--- config.mk ---
export PLATFORM = sky130hd
export DESIGN_NAME = load_cell_fill_to_weight_controller
export DESIGN_NICKNAME = d
export VERILOG_FILES = /design/src/hdl/lcfw_pkg.sv /design/src/hdl/lcfw_core.sv /design/src/hdl/lcfw_outbuf.sv /design/src/hdl/load_cell_fill_to_weight_controller.sv
export VERILOG_INCLUDE_DIRS = /design/src /design/src/hdl
export SDC_FILE = /design/constraint.sdc
export NUM_CORES = 1
export LEC_CHECK = 0
export BUFFER_PORTS_ARGS = -buffer_cell sky130_fd_sc_hd__buf_2
export CAP_MARGIN = 40
export CORE_MARGIN = 2
export CORE_UTILIZATION = 25
export DETAILED_ROUTE_END_ITERATION = 6
export HOLD_SLACK_MARGIN = 0.02
export SLEW_MARGIN = 20
export SYNTH_ARGS = -nofsm -noshare
export SYNTH_HDL_FRONTEND = slang
export SYNTH_SLANG_ARGS = --single-unit
--- constraint.sdc ---
create_clock -name clk_i -period 6.8 [get_ports clk_i]
set_clock_uncertainty 0.15 [all_clocks]
set_input_delay 1.02 -clock clk_i [delete_from_list [all_inputs] [get_ports clk_i]]
set_output_delay 1.02 -clock clk_i [all_outputs]
set_load 0.03 [all_outputs]
--- src/hdl/load_cell_fill_to_weight_controller_defines.svh ---
// ----------------------------------------------------------------------------
// Assertion macros for the fill-to-weight controller
// Shared concurrent assertion forms, clocked on clk_i and disabled in reset.
// ----------------------------------------------------------------------------
`ifndef LOAD_CELL_FILL_TO_WEIGHT_CONTROLLER_DEFINES_SVH
`define LOAD_CELL_FILL_TO_WEIGHT_CONTROLLER_DEFINES_SVH

// The property holds at every clock edge outside reset.
`define LCFW_ASSERT(label, prop, msg) \
  label: assert property (@(posedge clk_i) disable iff (!rst_ni) (prop)) else $error(msg);

// When the condition holds, the consequence holds in the following cycle.
`define LCFW_ASSERT_NEXT(label, cond, cons, msg) \
  label: assert property (@(posedge clk_i) disable iff (!rst_ni) (cond) |=> (cons)) \
    else $error(msg);

`endif

--- src/hdl/lcfw_pkg.sv ---
// ----------------------------------------------------------------------------
// lcfw_pkg
// Types, constants and codes shared by the fill-to-weight controller.
// ----------------------------------------------------------------------------
package lcfw_pkg;

  localparam int unsigned TICKS_PER_MS = 1000;
  localparam int unsigned SAMPLE_BITS  = 24;
  localparam int unsigned PRESC_W      = 10;
  localparam int unsigned PULSE_W      = 5;
  localparam int unsigned ELAPSED_W    = 17;
  localparam int unsigned MS_W         = 16;
  localparam int unsigned CFG_IDX_W    = 2;
  localparam int unsigned CFG_DATA_W   = 24;

  localparam logic [PRESC_W:0]   TICKS_LIMIT = (PRESC_W+1)'(TICKS_PER_MS);
  localparam logic [PULSE_W-1:0] DATA_PULSES = PULSE_W'(SAMPLE_BITS);
  localparam logic [PULSE_W-1:0] LAST_PULSE  = PULSE_W'(SAMPLE_BITS + 1);

  localparam logic [SAMPLE_BITS-1:0] TARGET_RESET  = SAMPLE_BITS'(50);
  localparam logic [MS_W-1:0]        PERIOD_RESET  = MS_W'(500);
  localparam logic [MS_W-1:0]        TIMEOUT_RESET = MS_W'(30000);

  localparam logic [CFG_IDX_W-1:0] CFG_TARGET  = CFG_IDX_W'(0);
  localparam logic [CFG_IDX_W-1:0] CFG_PERIOD  = CFG_IDX_W'(1);
  localparam logic [CFG_IDX_W-1:0] CFG_TIMEOUT = CFG_IDX_W'(2);

  typedef enum logic [2:0] {
    MODE_IDLE,
    MODE_FIRST_WAIT,
    MODE_FIRST_SHIFT,
    MODE_DELAY,
    MODE_LOOP_WAIT,
    MODE_LOOP_SHIFT,
    MODE_REACHED,
    MODE_TIMEDOUT
  } mode_e;

  typedef enum logic [1:0] {
    STATUS_IDLE,
    STATUS_BUSY,
    STATUS_REACHED,
    STATUS_TIMEDOUT
  } status_e;

  typedef struct packed {
    logic start_req;
    logic data_pin;
  } in_t;

  typedef struct packed {
    logic                           serial_clock;
    logic                           lid_open;
    logic signed [SAMPLE_BITS-1:0]  weight;
    logic                           sample_valid;
    logic                           stable;
    logic [1:0]                     status;
  } out_t;

  typedef struct packed {
    logic signed [SAMPLE_BITS-1:0] target_weight;
    logic [MS_W-1:0]               sample_period_ms;
    logic [MS_W-1:0]               timeout_ms;
  } cfg_t;

endpackage

--- src/hdl/lcfw_core.sv ---
// ----------------------------------------------------------------------------
// lcfw_core
// Per-tick sequencer: serial converter read, sample timer and fill decision.
// ----------------------------------------------------------------------------
`include "load_cell_fill_to_weight_controller_defines.svh"

module lcfw_core import lcfw_pkg::*; (
  input  logic clk_i,
  input  logic rst_ni,
  input  logic step_i,
  input  in_t  in_i,
  input  cfg_t cfg_i,
  output out_t res_o
);

  mode_e                  mode_q, mode_d;
  logic [SAMPLE_BITS-1:0] shift_q, shift_d;
  logic [PULSE_W-1:0]     pulse_q, pulse_d;
  logic                   phase_q, phase_d;
  logic [SAMPLE_BITS-1:0] prev_q, prev_d;
  logic [SAMPLE_BITS-1:0] cur_q, cur_d;
  logic [PRESC_W-1:0]     presc_q, presc_d;
  logic [ELAPSED_W-1:0]   elapsed_q, elapsed_d;
  logic [MS_W-1:0]        wait_q, wait_d;

  logic                   counting;
  logic                   ms_event;
  logic [PULSE_W-1:0]     pulse_inc;
  logic [SAMPLE_BITS-1:0] shift_nxt;
  logic                   read_done;
  logic [MS_W-1:0]        wait_nxt;
  logic                   loop_done;

  assign counting  = (mode_q == MODE_DELAY) || (mode_q == MODE_LOOP_WAIT) ||
                     (mode_q == MODE_LOOP_SHIFT);
  assign ms_event  = counting && (({1'b0, presc_q} + 1'b1) >= TICKS_LIMIT);
  assign pulse_inc = pulse_q + 1'b1;
  assign shift_nxt = (pulse_q < DATA_PULSES) ?
                     {shift_q[SAMPLE_BITS-2:0], in_i.data_pin} : shift_q;
  assign read_done = phase_q && (pulse_inc >= LAST_PULSE);
  assign wait_nxt  = (ms_event && (wait_q != '1)) ? wait_q + 1'b1 : wait_q;

  always_comb begin
    mode_d    = mode_q;
    shift_d   = shift_q;
    pulse_d   = pulse_q;
    phase_d   = phase_q;
    prev_d    = prev_q;
    cur_d     = cur_q;
    presc_d   = presc_q;
    elapsed_d = elapsed_q;
    wait_d    = wait_q;
    loop_done = 1'b0;

    if (counting) begin
      presc_d = ms_event ? '0 : presc_q + 1'b1;
      if (ms_event && (elapsed_q != '1)) begin
        elapsed_d = elapsed_q + 1'b1;
      end
    end

    unique case (mode_q)
      MODE_IDLE, MODE_REACHED, MODE_TIMEDOUT: begin
        if (in_i.start_req) begin
          mode_d  = MODE_FIRST_WAIT;
          phase_d = 1'b0;
        end
      end
      MODE_FIRST_WAIT, MODE_LOOP_WAIT: begin
        if (!in_i.data_pin) begin
          phase_d = 1'b1;
          pulse_d = '0;
          shift_d = '0;
          mode_d  = (mode_q == MODE_FIRST_WAIT) ? MODE_FIRST_SHIFT : MODE_LOOP_SHIFT;
        end
      end
      MODE_FIRST_SHIFT: begin
        if (!phase_q) begin
          phase_d = 1'b1;
        end else begin
          phase_d = 1'b0;
          shift_d = shift_nxt;
          pulse_d = pulse_inc;
        end
        if (read_done) begin
          cur_d     = shift_nxt;
          prev_d    = shift_nxt;
          presc_d   = '0;
          elapsed_d = '0;
          wait_d    = '0;
          if ($signed(shift_nxt) >= cfg_i.target_weight) begin
            mode_d = MODE_REACHED;
          end else begin
            mode_d = MODE_DELAY;
          end
        end
      end
      MODE_DELAY: begin
        wait_d = wait_nxt;
        if (wait_nxt >= cfg_i.sample_period_ms) begin
          mode_d = MODE_LOOP_WAIT;
        end
      end
      MODE_LOOP_SHIFT: begin
        if (!phase_q) begin
          phase_d = 1'b1;
        end else begin
          phase_d = 1'b0;
          shift_d = shift_nxt;
          pulse_d = pulse_inc;
        end
        if (read_done) begin
          loop_done = 1'b1;
          cur_d     = shift_nxt;
          prev_d    = shift_nxt;
          if (elapsed_d > {1'b0, cfg_i.timeout_ms}) begin
            mode_d = MODE_TIMEDOUT;
          end else if ($signed(shift_nxt) >= cfg_i.target_weight) begin
            mode_d = MODE_REACHED;
          end else begin
            wait_d = '0;
            mode_d = MODE_DELAY;
          end
        end
      end
      default: begin
        mode_d = MODE_IDLE;
      end
    endcase
  end

  always_comb begin
    res_o.serial_clock = phase_d;
    res_o.lid_open     = (mode_d == MODE_DELAY) || (mode_d == MODE_LOOP_WAIT) ||
                         (mode_d == MODE_LOOP_SHIFT);
    res_o.weight       = $signed(cur_d);
    res_o.sample_valid = loop_done;
    res_o.stable       = loop_done && ($signed(cur_d) <= $signed(prev_q));
    unique case (mode_d)
      MODE_IDLE:     res_o.status = STATUS_IDLE;
      MODE_REACHED:  res_o.status = STATUS_REACHED;
      MODE_TIMEDOUT: res_o.status = STATUS_TIMEDOUT;
      default:       res_o.status = STATUS_BUSY;
    endcase
  end

  always_ff @(posedge clk_i or negedge rst_ni) begin
    if (!rst_ni) begin
      mode_q    <= MODE_IDLE;
      shift_q   <= '0;
      pulse_q   <= '0;
      phase_q   <= 1'b0;
      prev_q    <= '0;
      cur_q     <= '0;
      presc_q   <= '0;
      elapsed_q <= '0;
      wait_q    <= '0;
    end else if (step_i) begin
      mode_q    <= mode_d;
      shift_q   <= shift_d;
      pulse_q   <= pulse_d;
      phase_q   <= phase_d;
      prev_q    <= prev_d;
      cur_q     <= cur_d;
      presc_q   <= presc_d;
      elapsed_q <= elapsed_d;
      wait_q    <= wait_d;
    end
  end

  `LCFW_ASSERT(a_stable_needs_sample, !res_o.stable || res_o.sample_valid, "stable without sample")
  `LCFW_ASSERT(a_pulse_bound, pulse_q <= LAST_PULSE, "pulse count past the extra pulse")
  `LCFW_ASSERT_NEXT(a_idle_holds, step_i && (mode_q == MODE_IDLE) && !in_i.start_req, mode_q == MODE_IDLE, "left idle without a start")

endmodule

--- src/hdl/lcfw_outbuf.sv ---
// ----------------------------------------------------------------------------
// lcfw_outbuf
// Result register with a skid stage, so a tick is taken while a result waits.
// ----------------------------------------------------------------------------
`include "load_cell_fill_to_weight_controller_defines.svh"

module lcfw_outbuf import lcfw_pkg::*; (
  input  logic clk_i,
  input  logic rst_ni,
  input  logic push_i,
  input  out_t data_i,
  output logic full_o,
  output logic out_valid_o,
  input  logic out_stall_i,
  output out_t out_data_o
);

  out_t out_q, out_d;
  out_t skid_q, skid_d;
  logic out_valid_q, out_valid_d;
  logic skid_valid_q, skid_valid_d;
  logic take;

  assign take = out_valid_q && !out_stall_i;

  always_comb begin
    out_d        = out_q;
    skid_d       = skid_q;
    out_valid_d  = out_valid_q;
    skid_valid_d = skid_valid_q;
    if (take) begin
      if (skid_valid_q) begin
        out_d        = skid_q;
        skid_valid_d = 1'b0;
      end else begin
        out_valid_d = 1'b0;
      end
    end
    if (push_i) begin
      if (!out_valid_q || take) begin
        out_d       = data_i;
        out_valid_d = 1'b1;
      end else begin
        skid_d       = data_i;
        skid_valid_d = 1'b1;
      end
    end
  end

  always_ff @(posedge clk_i or negedge rst_ni) begin
    if (!rst_ni) begin
      out_valid_q  <= 1'b0;
      skid_valid_q <= 1'b0;
    end else begin
      out_valid_q  <= out_valid_d;
      skid_valid_q <= skid_valid_d;
    end
  end

  always_ff @(posedge clk_i) begin
    out_q  <= out_d;
    skid_q <= skid_d;
  end

  assign full_o      = skid_valid_q;
  assign out_valid_o = out_valid_q;
  assign out_data_o  = out_q;

  `LCFW_ASSERT(a_skid_behind_out, !skid_valid_q || out_valid_q, "skid holds a result ahead of the output")
  `LCFW_ASSERT_NEXT(a_push_lands, push_i, out_valid_q, "pushed result not held")

endmodule

--- src/hdl/load_cell_fill_to_weight_controller.sv ---
// A tick's result is registered in the result register, or in the skid stage while the output stalls.
// Throughput: one tick per cycle while the skid stage is not full; the state update is a single registered pass.
// A result register with a skid stage lets ticks flow while one result waits.
// Reset: asynchronous; the sequencer returns to idle with all counters and
// weights at zero, and the registers load target 50, period 500, timeout 30000.
// ----------------------------------------------------------------------------
// load_cell_fill_to_weight_controller
// Fill-to-weight controller reading a 24-bit serial load-cell converter.
// ----------------------------------------------------------------------------
module load_cell_fill_to_weight_controller import lcfw_pkg::*; (
  input  logic                  clk_i,
  input  logic                  rst_ni,
  input  logic                  in_valid_i,
  output logic                  in_stall_o,
  input  in_t                   in_data_i,
  output logic                  out_valid_o,
  input  logic                  out_stall_i,
  output out_t                  out_data_o,
  input  logic                  cfg_valid_i,
  output logic                  cfg_ready_o,
  input  logic [CFG_IDX_W-1:0]  cfg_index_i,
  input  logic [CFG_DATA_W-1:0] cfg_data_i
);

  cfg_t cfg_q;
  out_t res;
  logic accept;
  logic full;

  assign cfg_ready_o = 1'b1;
  assign accept      = in_valid_i && !full;
  assign in_stall_o  = full;

  always_ff @(posedge clk_i or negedge rst_ni) begin
    if (!rst_ni) begin
      cfg_q.target_weight    <= $signed(TARGET_RESET);
      cfg_q.sample_period_ms <= PERIOD_RESET;
      cfg_q.timeout_ms       <= TIMEOUT_RESET;
    end else if (cfg_valid_i) begin
      unique case (cfg_index_i)
        CFG_TARGET:  cfg_q.target_weight    <= $signed(cfg_data_i[SAMPLE_BITS-1:0]);
        CFG_PERIOD:  cfg_q.sample_period_ms <= cfg_data_i[MS_W-1:0];
        CFG_TIMEOUT: cfg_q.timeout_ms       <= cfg_data_i[MS_W-1:0];
        default: begin
        end
      endcase
    end
  end

  lcfw_core u_core (
    .clk_i  (clk_i),
    .rst_ni (rst_ni),
    .step_i (accept),
    .in_i   (in_data_i),
    .cfg_i  (cfg_q),
    .res_o  (res)
  );

  lcfw_outbuf u_outbuf (
    .clk_i       (clk_i),
    .rst_ni      (rst_ni),
    .push_i      (accept),
    .data_i      (res),
    .full_o      (full),
    .out_valid_o (out_valid_o),
    .out_stall_i (out_stall_i),
    .out_data_o  (out_data_o)
  );

endmodule

After elaboration in Yosys (flattened, before gate mapping)
Cells that the tools add are included.
{ "totals": {"reg_bits": 242, "latch_bits": 0, "ram_bits": 0, "mem_bits_ro": 0, "in_bits": 33, "out_inout_bits": 33, "mem_count": 0} }
{ "classes": {"n_addsub": 5, "multipliers": 0, "div_mod_pow": 0, "order_cmp": 7, "eq_ne": 22, "n_shift": 0, "n_mux": 50, "bitwise": 1, "reduce_logical": 30} }
{ "ops": {"columns": ["cell", "count"], "rows": [
  ["2-to-1 mux 24 bit", 5],
  ["2-to-1 mux 30 bit", 4],
  ["2-to-1 mux 16 bit", 5],
  ["2-to-1 mux 17 bit", 4],
  ["one-hot mux 16 bit (3 select lines)", 1],
  ["one-hot mux 24 bit (2 select lines)", 1],
  ["2-to-1 mux 10 bit", 4],
  ["== test 3 bit (second input constant)", 8],
  ["greater-or-equal comparator 24 bit", 1],
  ["less-or-equal comparator 24 bit", 1],
  ["2-to-1 mux 3 bit", 8],
  ["adder 17 x 1 -> 17 bit (second input constant)", 1],
  ["> comparator 17 x 16 -> 1 bit", 1],
  ["inequality test 17 bit (second input constant)", 1],
  ["adder 16 x 1 -> 16 bit (second input constant)", 1],
  ["greater-or-equal comparator 16 bit", 1],
  ["inequality test 16 bit (second input constant)", 1],
  ["one-hot mux 3 bit (5 select lines)", 1],
  ["2-to-1 mux 1 bit", 12],
  ["adder 10 x 1 -> 11 bit (second input constant)", 1],
  ["greater-or-equal comparator 11 x 10 -> 1 bit (second input constant)", 1],
  ["adder 10 x 1 -> 10 bit (second input constant)", 1],
  ["2-to-1 mux 5 bit", 2],
  ["one-hot mux 5 bit (2 select lines)", 1],
  ["other kinds (25)", 48]
]} }

Longest topological paths before layout
{ "depth": {"word_depth": 16, "mapped_depth": 23, "ltp_nobuf": 21} }

Modules after synthesis
Synthesis repeated with hierarchy kept, for this count alone.
{ "unflattened": {"cells_unflattened": 1373, "hier_area_um2": 13351.6} }
{ "by_module_without_submodules": {"columns": ["module", "n_inst", "cells_per_inst", "area_per_inst_um2"], "rows": [
  ["lcfw_core", 1, 1047, 8948.6],
  ["lcfw_outbuf", 1, 204, 2255.9],
  ["load_cell_fill_to_weight_controller", 1, 122, 2147.1]
]} }

Worst setup path after synthesis
OpenSTA, ideal clock, no wires.
{ "synth_path": {"kind": "reg-to-reg", "from": "register u_core.elapsed_q[8]", "to": "register u_core.wait_q[8]", "setup_time_ns": 0.124, "t_arrival_ns": 4.851, "required_time_ns": 6.526, "path_slack_ns": 1.675, "stages_incl_launch_ff": 23, "period_less_slack_ns": 5.125, "cell_sequence": "dfrtp_1 > clkbuf_1 > and4_1 > and2_1 > and3_1 > and4_1 > ha_1 > or2b_1 > a2111o_1 > nor2_1 > clkbuf_1 > nand3_1 > xnor2_1 > ha_1 > o21a_1 > o21a_1 > o21ai_0 > a41oi_1 > a221o_1 > o31a_1 > buf_6 > nand2b_4 > a211o_1"} }
{ "synth_via": {"elab_chain_len": 7, "word_cells_on_any_way": 8, "classes_between": "1 x add/sub; 1 x order compare; 2 x eq/ne; 2 x mux; 2 x reduce/logical"} }
{ "synth_rtl": {"columns": ["element", "line_no", "rtl"], "rows": [
  ["start, declared", "lcfw_core.sv:23", "logic [ELAPSED_W-1:0] elapsed_q, elapsed_d;"],
  ["start signal, assigned", "lcfw_core.sv:166", "elapsed_q <= elapsed_d;"],
  ["branches (longest 3 deep; another with adder 17 x 1 -> 17 bit)", null, null],
  ["2-to-1 mux 17 bit (*)", "lcfw_core.sv:55", "if (counting) begin"],
  ["> comparator 17 x 16 -> 1 bit (*)", "lcfw_core.sv:116", "if (elapsed_d > {1'b0, cfg_i.timeout_ms}) begin"],
  ["inequality test 2 bit (no source line) (*)", null, null],
  ["AND reduction 6 bit (no source line) (*)", null, null],
  ["end signal, assigned", "lcfw_core.sv:167", "wait_q <= wait_d;"],
  ["end, declared", "lcfw_core.sv:24", "logic [MS_W-1:0] wait_q, wait_d;"]
]} }
Mark *: on every way between the ends.
A chain may end at the register's enable or synchronous reset.

==> impl_metrics.yaml <==
clocking:
  cts_resized: 0
  clk_root_buffer_cell: "sky130_fd_sc_hd__clkbuf_16"
  htree_num_levels: 1
  insertion_delay_ps: 560
  cts.sink_count: 242
  post_cts_hold_buffer_count: 0
  cts_made_buffers: 27
  cts_post_setup_buffers_inserted: 0
  clock_tree.buffer_depth: 3
  clk_transition_reported_paths_ps: 60
  clock_tree_from_tritoncts: "yes"
yosys:
  postSynth.asyncResetShare: 0.7521
  seq_total_area_yosys: 0.4619
  yosys_warning_count: 0
  synth-edff-count: 30
  synthesis.area_um2: 13160
  post_synth_num_cell_types: 77
  synthesis.instances: 1364
  yosysTopAreaCell: "sky130_fd_sc_hd__dfrtp_1"
  synth_largest_type_area_fraction: 0.3158
  synth.area.top_cells: "sky130_fd_sc_hd__dfrtp_1, sky130_fd_sc_hd__ha_1, sky130_fd_sc_hd__edfxtp_1"
  ys_ff_latch: 242
  synth_top_flop_cell: "sky130_fd_sc_hd__dfrtp_1"
  post_synth_net_total: 1484
  synth.avg_cell_area_um2: 9.645
setup_path:
  r2r_cells: 19
  critPathArrivalTime_ps: 6280
  critical_path.max_fanout: 18
  setup.worst_path.end_class: "register"
  critical_path.startpoint_type: "register"
  timing_worst_setup_path_type: "register to register"
  worst-endpoint-required_ps: 6960
finish:
  final_layout_size_suffix_gt1_frac: 0.1376
  multiInputGateArea_um2: 6427
  nNetsFinal: 1531
  insertedDiodeCount: 0
  area_growth_pct: 15.47
  fillCellCount: 5477
  register_area_um2: 6076
route:
  first_pass_iters: 5
  drtIter0Drc: 905
  totalWireLength_mm: 31.27
  final_antenna_net_count: 0
  route.detailed.vias_per_inst: 4.712
  drc: 0
  detailroute.via_count: 9990
  wl_per_cell_um: 14.75
power_and_ir_drop:
  power.share.combinational: 0.303
  sequentialPowerShare: 0.393
  power-per-cell-area_nw_per_um2: 327.9
  vdd.ir_drop.worst_mv: 0.1589
  power_switching_share: 0.3641
  pwr-share-clk: 0.304
  p_sw_mw: 1.814
  power.internal_mw: 3.167
  power.leakage_nw: 7.037
floorplanning:
  io_count: 66
  die_area_um2: 54470
  effective_utilization_at_floorplan: 0.2513
  core_area_um2: 52340
  die_width_um: 233.4
  row_count: 84
  fp.dieH_um: 233.4
flow_run:
  maxCapViolations: 0
timing:
  final_hold_viol_count: 0
  finalSetupTns_ps: 0
  finalSetupViolCount: 0
  max_clock_freq_mhz: 163.3
  max_slew.worst_pin.slew_ps: 784.6
  final_min_period_over_clock_period: 0.9007
  fin_hold_ws_ps: 327.4
  max_slew_margin: 0.4754
  layout_min_cycle_time_ps: 6125
  grt_setup_unrepaired: "false"
  slew_violations: 0
global_route:
  grt_pass1_wl_mm: 51.53
  via_count_of_the_first_global_routing_pass: 9746
  grt_util_all_layers: 0.1161
  antenna_violations_before_repair: 0
  globalRouteOverflowTotal: 0
  grt_start_max_net_pins: 75
placement:
  place.gp.congestion: 0.8557
  port_buffers: 64
  dpl.hpwl_mm: 22.61
worst_hold_path:
  worstHoldPathType: "input port to asynchronous set/reset pin"
run_status:
  run_status: "finished clean"
==> registers in the layout, indices dropped and copies added, names as in the netlist, named ones only <==
register / flops
cfg_q: 56
u_core.cur_q: 24
u_core.elapsed_q: 17
u_core.mode_q: 3
u_core.phase_q: 1
u_core.presc_q: 10
u_core.prev_q: 24
u_core.pulse_q: 5
u_core.shift_q: 24
u_core.wait_q: 16
u_outbuf.out_data_o: 30
u_outbuf.out_valid_o: 1
u_outbuf.skid_q: 30
==> cells in the mapped netlist (all sizes together), types with 30 or more instances <==
library cell	count
dfxtp	30
a21oi	42
mux2i	56
edfxtp	30
o31ai	46
clkbuf	53
ha	87
nand2	206
nor2	44
dfrtp	166
inv	113
o21a	57
o21ai	134
mux2	37
==> final cells by class <==
cell class / count / area share
timing repair buffer: 82 / 0.03179
clock inverter: 18 / 0.01285
sequential: 242 / 0.4000
tap: 688 / 0.05667
inverter: 113 / 0.02792
multi-input combinational: 945 / 0.4231
clock buffer: 32 / 0.04769
==> logic make-up after synthesis <==
family / after synthesis / synth area share
simple gates: 376 / 0.1330
compound gates: 357 / 0.1745
flops: 242 / 0.4619
buf+inv: 177 / 0.05269
mux: 93 / 0.07428
fa+ha+maj: 87 / 0.08275
xor+xnor: 31 / 0.02064
other cells: 1 / 0.0002851
==> through the flow <==
stage | area (µm²) | util | setup slack [ps] | power [mW] | cells
after global placement | 14210 | 0.2716 | 938.1 | 3.447 | 2066
after global routing | 15190 | 0.2902 | 105.1 | 5.326 | 2120
after detailed placement | 14230 | 0.2719 | 707.6 | 3.501 | 2068
final | 15190 | 0.2902 | 675.2 | 4.981 | 2120
after CTS | 15150 | 0.2895 | 666.8 | 5.036 | 2118
after floorplan | 13160 | - | 1675 | 3.042 | 1364
==> power groups by stage <==
stage	logic (mW)	registers, mW	clock network [mW]
floorplan	0.945	2.10	0
global placement	1.47	1.98	0
detailed placement	1.51	1.99	0
CTS	1.52	1.96	1.56
global route	1.71	2.00	1.61
finish	1.51	1.96	1.51
==> critical path: stages, from the launching register on <==
cell and delay, ps:
sky130_fd_sc_hd__dfrtp_1 630, sky130_fd_sc_hd__nor2b_1 430, sky130_fd_sc_hd__nand2_1 410, sky130_fd_sc_hd__and2_1 350, sky130_fd_sc_hd__a21oi_1 280, sky130_fd_sc_hd__o21ai_0 260
sky130_fd_sc_hd__buf_2 240, sky130_fd_sc_hd__nor4_1 470, sky130_fd_sc_hd__nor2b_1 310, sky130_fd_sc_hd__xor2_1 100, sky130_fd_sc_hd__ha_1 300, sky130_fd_sc_hd__nand2_1 70
sky130_fd_sc_hd__nor2_1 190, sky130_fd_sc_hd__nand4_1 120, sky130_fd_sc_hd__o21ai_0 510, sky130_fd_sc_hd__o211ai_1 180, sky130_fd_sc_hd__a211oi_1 240, sky130_fd_sc_hd__a2bb2oi_1 370
sky130_fd_sc_hd__or4_4 210, sky130_fd_sc_hd__nand2_1 50
==> worst paths after layout <==
path	slack (ps)	from	end
worst max-delay path	680	u_core.mode_q[1]	u_outbuf.skid_q[28]
worst min-delay path	330	rst_ni	cfg_q[55]
worst max register to register	680	u_core.mode_q[1]	u_outbuf.skid_q[28]
worst min register to register	330	u_core.shift_q[23]	u_core.shift_q[23]
max in group asynchronous	4990	rst_ni	cfg_q[18]
min in group clk_i	330	u_core.shift_q[23]	u_core.shift_q[23]
==> per-layer routing <==
metal,GRT usage,wire [µm],share of wire,vias up
li1,-,-,-,4912
met1,0.1724,16010,0.51,4797
met2,0.1731,12920,0.41,241
met3,0.02319,1784,0.057,40
met4,0.02413,550,0.018,0
met5,0,0,0,-
==> layout by cell type, fill, tap and decap left out, drive strengths merged, types with 30 or more instances in the layout <==
master	instances
dfrtp	166
mux2i	56
o21a	57
nand2	206
o21ai	134
inv	114
clkbuf	32
buf	82
a21oi	42
nor2	44
dfxtp	30
edfxtp	30
ha	87
mux2	37
o31ai	46
Power figures use the tool's default switching activity.
